`src/hdl/vgatxt_pkg.sv`:
```
`timescale 1ns / 1ps
// ----------------------------------------------------------------------------
// vgatxt_pkg
// Shared types, widths, register indexes and the colour palette of the
// text-mode pixel generator.
// ----------------------------------------------------------------------------
package vgatxt_pkg;

   // default text geometry and visible width
   localparam int TEXT_COLUMNS_DEF = 80;
   localparam int TEXT_ROWS_DEF    = 25;
   localparam int SCREEN_WIDTH_DEF = 720;

   // character cell size
   localparam int CELL_WIDTH  = 9;
   localparam int CELL_HEIGHT = 16;

   // field widths
   localparam int KIND_W   = 2;
   localparam int ADDR_W   = 12;
   localparam int DATA_W   = 8;
   localparam int PX_W     = 10;
   localparam int PY_W     = 9;
   localparam int COL_W    = 7;
   localparam int ROW_W    = 5;
   localparam int CX_W     = 4;
   localparam int RY_W     = $clog2(CELL_HEIGHT);
   localparam int IDX_W    = 4;
   localparam int COLOR_W  = 32;
   localparam int FRAME_W  = 5;
   localparam int FONT_DEPTH = 4096;

   // configuration port
   localparam int CSR_IDX_W  = 1;
   localparam int CSR_DATA_W = 7;
   localparam logic [CSR_IDX_W-1:0] CSR_CURSOR_COL = 1'b0;
   localparam logic [CSR_IDX_W-1:0] CSR_CURSOR_ROW = 1'b1;

   // x / 9 as (x * 911) >> 13, exact for any 10-bit x
   localparam int DIV9_MUL   = 911;
   localparam int DIV9_SHIFT = 13;

   // blink phases taken from the frame counter
   localparam int CHAR_BLINK_BIT   = 4;
   localparam int CURSOR_BLINK_BIT = 3;

   // line-drawing characters that extend into the ninth column
   localparam logic [DATA_W-1:0] LINE_CHAR_FIRST = 8'd192;
   localparam logic [DATA_W-1:0] LINE_CHAR_LAST  = 8'd223;

   typedef enum logic [KIND_W-1:0] {
      KIND_TEXT_WRITE  = 2'd0,
      KIND_FONT_WRITE  = 2'd1,
      KIND_FRAME_START = 2'd2,
      KIND_RENDER      = 2'd3
   } kind_type;

   typedef struct packed {
      logic [COL_W-1:0] col;
      logic [CX_W-1:0]  cx;
      logic [ROW_W-1:0] row;
      logic [RY_W-1:0]  ry;
      logic             outside;
   } cell_pos_type;

   function automatic logic [COLOR_W-1:0] palette_color(input logic [IDX_W-1:0] idx);
      logic [COLOR_W-1:0] c;
      case (idx)
         4'd0:    c = 32'hff000000;
         4'd1:    c = 32'hff0000aa;
         4'd2:    c = 32'hff00aa00;
         4'd3:    c = 32'hff00aaaa;
         4'd4:    c = 32'hffaa0000;
         4'd5:    c = 32'hffaa00aa;
         4'd6:    c = 32'hffaa5500;
         4'd7:    c = 32'hffaaaaaa;
         4'd8:    c = 32'hff555555;
         4'd9:    c = 32'hff5555ff;
         4'd10:   c = 32'hff55ff55;
         4'd11:   c = 32'hff55ffff;
         4'd12:   c = 32'hffff5555;
         4'd13:   c = 32'hffff55ff;
         4'd14:   c = 32'hffffff55;
         default: c = 32'hffffffff;
      endcase
      return c;
   endfunction

endpackage

```
`src/hdl/vgatxt_cell_map.sv`:
```
`timescale 1ns / 1ps
// ----------------------------------------------------------------------------
// vgatxt_cell_map
// Maps a screen pixel to its text cell, the position inside the cell and
// a flag for pixels beyond the text area.
// ----------------------------------------------------------------------------
module vgatxt_cell_map #(
   parameter int TEXT_COLUMNS = vgatxt_pkg::TEXT_COLUMNS_DEF,
   parameter int TEXT_ROWS    = vgatxt_pkg::TEXT_ROWS_DEF,
   parameter int SCREEN_WIDTH = vgatxt_pkg::SCREEN_WIDTH_DEF
) (
   input  logic [vgatxt_pkg::PX_W-1:0] pixel_x,
   input  logic [vgatxt_pkg::PY_W-1:0] pixel_y,
   output vgatxt_pkg::cell_pos_type    pos
);

   localparam int PROD_W = vgatxt_pkg::PX_W + $clog2(vgatxt_pkg::DIV9_MUL + 1);

   logic [PROD_W-1:0]               prod;
   logic [vgatxt_pkg::COL_W-1:0]    col;
   logic [vgatxt_pkg::PX_W-1:0]     col_x9;
   logic [vgatxt_pkg::PX_W-1:0]     rem;
   logic [vgatxt_pkg::ROW_W-1:0]    row;

   // divide by the cell width through a reciprocal
   assign prod   = PROD_W'(pixel_x) * PROD_W'(vgatxt_pkg::DIV9_MUL);
   assign col    = prod[vgatxt_pkg::DIV9_SHIFT +: vgatxt_pkg::COL_W];
   assign col_x9 = vgatxt_pkg::PX_W'(col) * vgatxt_pkg::PX_W'(vgatxt_pkg::CELL_WIDTH);
   assign rem    = pixel_x - col_x9;
   assign row    = pixel_y[vgatxt_pkg::PY_W-1:vgatxt_pkg::RY_W];

   assign pos.col     = col;
   assign pos.cx      = rem[vgatxt_pkg::CX_W-1:0];
   assign pos.row     = row;
   assign pos.ry      = pixel_y[vgatxt_pkg::RY_W-1:0];
   assign pos.outside = (int'(pixel_x) >= SCREEN_WIDTH) || (int'(col) >= TEXT_COLUMNS) ||
                        (int'(row) >= TEXT_ROWS);

endmodule

```
`config.mk`:
```
export PLATFORM = sky130hd
export DESIGN_NAME = vgatxt_cell_map
export DESIGN_NICKNAME = d
export VERILOG_FILES = /design/src/hdl/vgatxt_pkg.sv /design/src/hdl/vgatxt_cell_map.sv
export SDC_FILE = /design/constraint.sdc
export NUM_CORES = 1
export LEC_CHECK = 0
export BUFFER_PORTS_ARGS = -buffer_cell sky130_fd_sc_hd__clkbuf_2
export CORE_MARGIN = 2
export CORE_UTILIZATION = 60
export DETAILED_ROUTE_END_ITERATION = 6
export PLACE_DENSITY = 0.9
export REMOVE_ABC_BUFFERS = 1
export SLEW_MARGIN = 20
export SYNTH_ARGS = -nofsm -noshare
export SYNTH_HDL_FRONTEND = slang
export SYNTH_SLANG_ARGS = --single-unit
```
`constraint.sdc`:
```
create_clock -name vclk -period 8.35
set_input_delay 1.2525 -clock vclk [all_inputs]
set_output_delay 1.2525 -clock vclk [all_outputs]
set_load 0.01 [all_outputs]
```
==> out/summary.txt <==
Top cell type's share of synthesized area: 38.8%
I/O Buffers: 32
Vias in the first global route: 1909
DRC violations left: 0
GR Layer Usage met3: 3.13%
Worst path slowest cell: fa_1
Final Worst Setup Slack: 0.147 ns
First-pass GRT wire length: 8.38 mm
Area leader, netlist: ha_1
WS Path Type: in2out
Width of the die: 64.9 um
Reg area: 0 um^2
Syn_area_per_cell: 9.35 um^2
Starting Density: 61.7%
Hold Crit Class: in2out
Initial antenna violation count: 0
Hold path depth: 0
M2 GR Usage: 47.3%
Core Region: 3610 um^2
Maximum fanout along the worst path: 7
Vias: 1827
Final Max Tran Viols: 0
Met1 Use GR: 29.0%
Ports: 40
Synthesized area: 2230 um^2
Drt via density: 5.84
Die area: 4210 um^2
Area Growth Syn to Fin: 11.7%
Yosys cell types: 40
Routed Antenna Nets: 0
WP buf/inv: 6
CP Capture Type: primary output
Largest net degree at the start of global routing: 8
Worst setup path endpoint: pos[13]
ANT cells: 0
Hold_buf cts: 0
Final min period: 8.20 ns
Setup violators final: 0
Startpoint types: primary input
FP Rows: 22
Worst path required time: 7.10 ns
Ratio of cells with drive above 1 in the final layout: 19.2%
Outcome: finished, final reports clean
All-Layer GR Usage: 25.9%
Pre-CTS setup slack: 0.189 ns
Clk_buf instances: 0
Max Fclk: 122 MHz
Initial DRC Count: 113
Max cap viols: 0
Height of the die: 64.9 um
GP Congestion: 0.925
GRT busiest layer: met2
Detailed-route wire length: 5.51 mm
WP depth: 25
Worst slew pin tran: 0.413 ns
DP HPWL: 4.67 mm
Overflow after GRT: 0
Hold Fails Final Rpt: 0
Worst path max stage delay: 0.58 ns
Cell family with most CP delay: adder cells
Pre-antenna DRT Iters: 4
Final period util: 98.2%
Seq cells: 0
Top-count cell post-synth: ha_1
Crit path from: pixel_x[2]
Slew headroom: 72.1%
Seq/Total Area, Yosys: 0%
Ranking of synthesized cells by area: ha_1 39%, fa_1 22%, inv_1 8.9%, xnor2_1 4.3%, buf_4 3.0%
DR WL/cell: 17.6 um
Post-layout nets: 380
Commonest cells post-synth: 69 x ha_1, 53 x inv_1, 25 x fa_1
CP arrival: 6.95 ns
Cells after synthesis: 238
Synth warn: 0
## what timing repair did
item | CTS | global route
setup endpoints to repair | 0 | 1
hold endpoints to repair | 0 | 0
buffers inserted | 0 | 2
gates resized for setup | 0 | 12
## cell usage in the layout, fill, tap and decap left out, types with 3 or more instances in the layout
cell type,Yosys,final
ha_1,69,64
inv_1,53,52
clkbuf_2,0,30
fa_1,25,25
a21oi_1,12,11
xnor2_1,11,9
o21ai_0,6,6
nand2_1,5,5
o21a_1,4,4
ha_4,0,4
nor2_1,3,3
nand2b_1,3,3
buf_4,9,3
## routing by layer
metal | share of wire, % | up-vias
li1 | - | 851
met1 | 38 | 862
met2 | 51 | 84
met3 | 4.8 | 30
met4 | 6.5 | 0
met5 | 0 | -
## cell type report
type                            count  area (um^2)
Fill cell                         227         1120
Multi-Input combinational cell    176         2030
Inverter                           53          203
Tap cell                           48         60.1
Timing Repair Buffer               36          194
## worst min-delay path by stage
| stage | slack, ns | endpoint | startpoint |
|---|---|---|---|
| floorplan | 2.51 | pos[1] | pixel_y[0] |
| global placement | 2.51 | pos[1] | pixel_y[0] |
| detailed placement | 2.51 | pos[1] | pixel_y[0] |
| CTS | 2.51 | pos[1] | pixel_y[0] |
| global route | 2.51 | pos[1] | pixel_y[0] |
| finish | 2.51 | pos[3] | pixel_y[2] |
## cell families (layout without fill, tap and decap cells)
family | Yosys count | count (layout) | share of synthesized area, %
AO/OA/AOI/OAI | 41 | 41 | 13.5
XOR/XNOR | 14 | 14 | 6.13
adder cells (fa/ha/maj) | 94 | 94 | 61.3
buffers and inverters | 62 | 89 | 12.0
multiplexers | 2 | 2 | 0.899
AND/OR/NAND/NOR | 25 | 25 | 6.24
## stage by stage
step	TNS, ns	std cells	cell area (um^2)	util [%]	hold WS [ns]
2_1_floorplan	0	229	2160	-	2.51
3_3_place_gp	0	311	2390	66.4	2.51
3_5_place_dp	0	311	2390	66.4	2.51
4_1_cts	0	311	2390	66.4	2.51
5_1_grt	-0.109	313	2490	69.0	2.51
6_report	0	313	2490	69.0	2.51
Power is left out: the tool's default activity adds up to more than one toggle a clock period on the data nets, which glitch-free logic cannot reach.
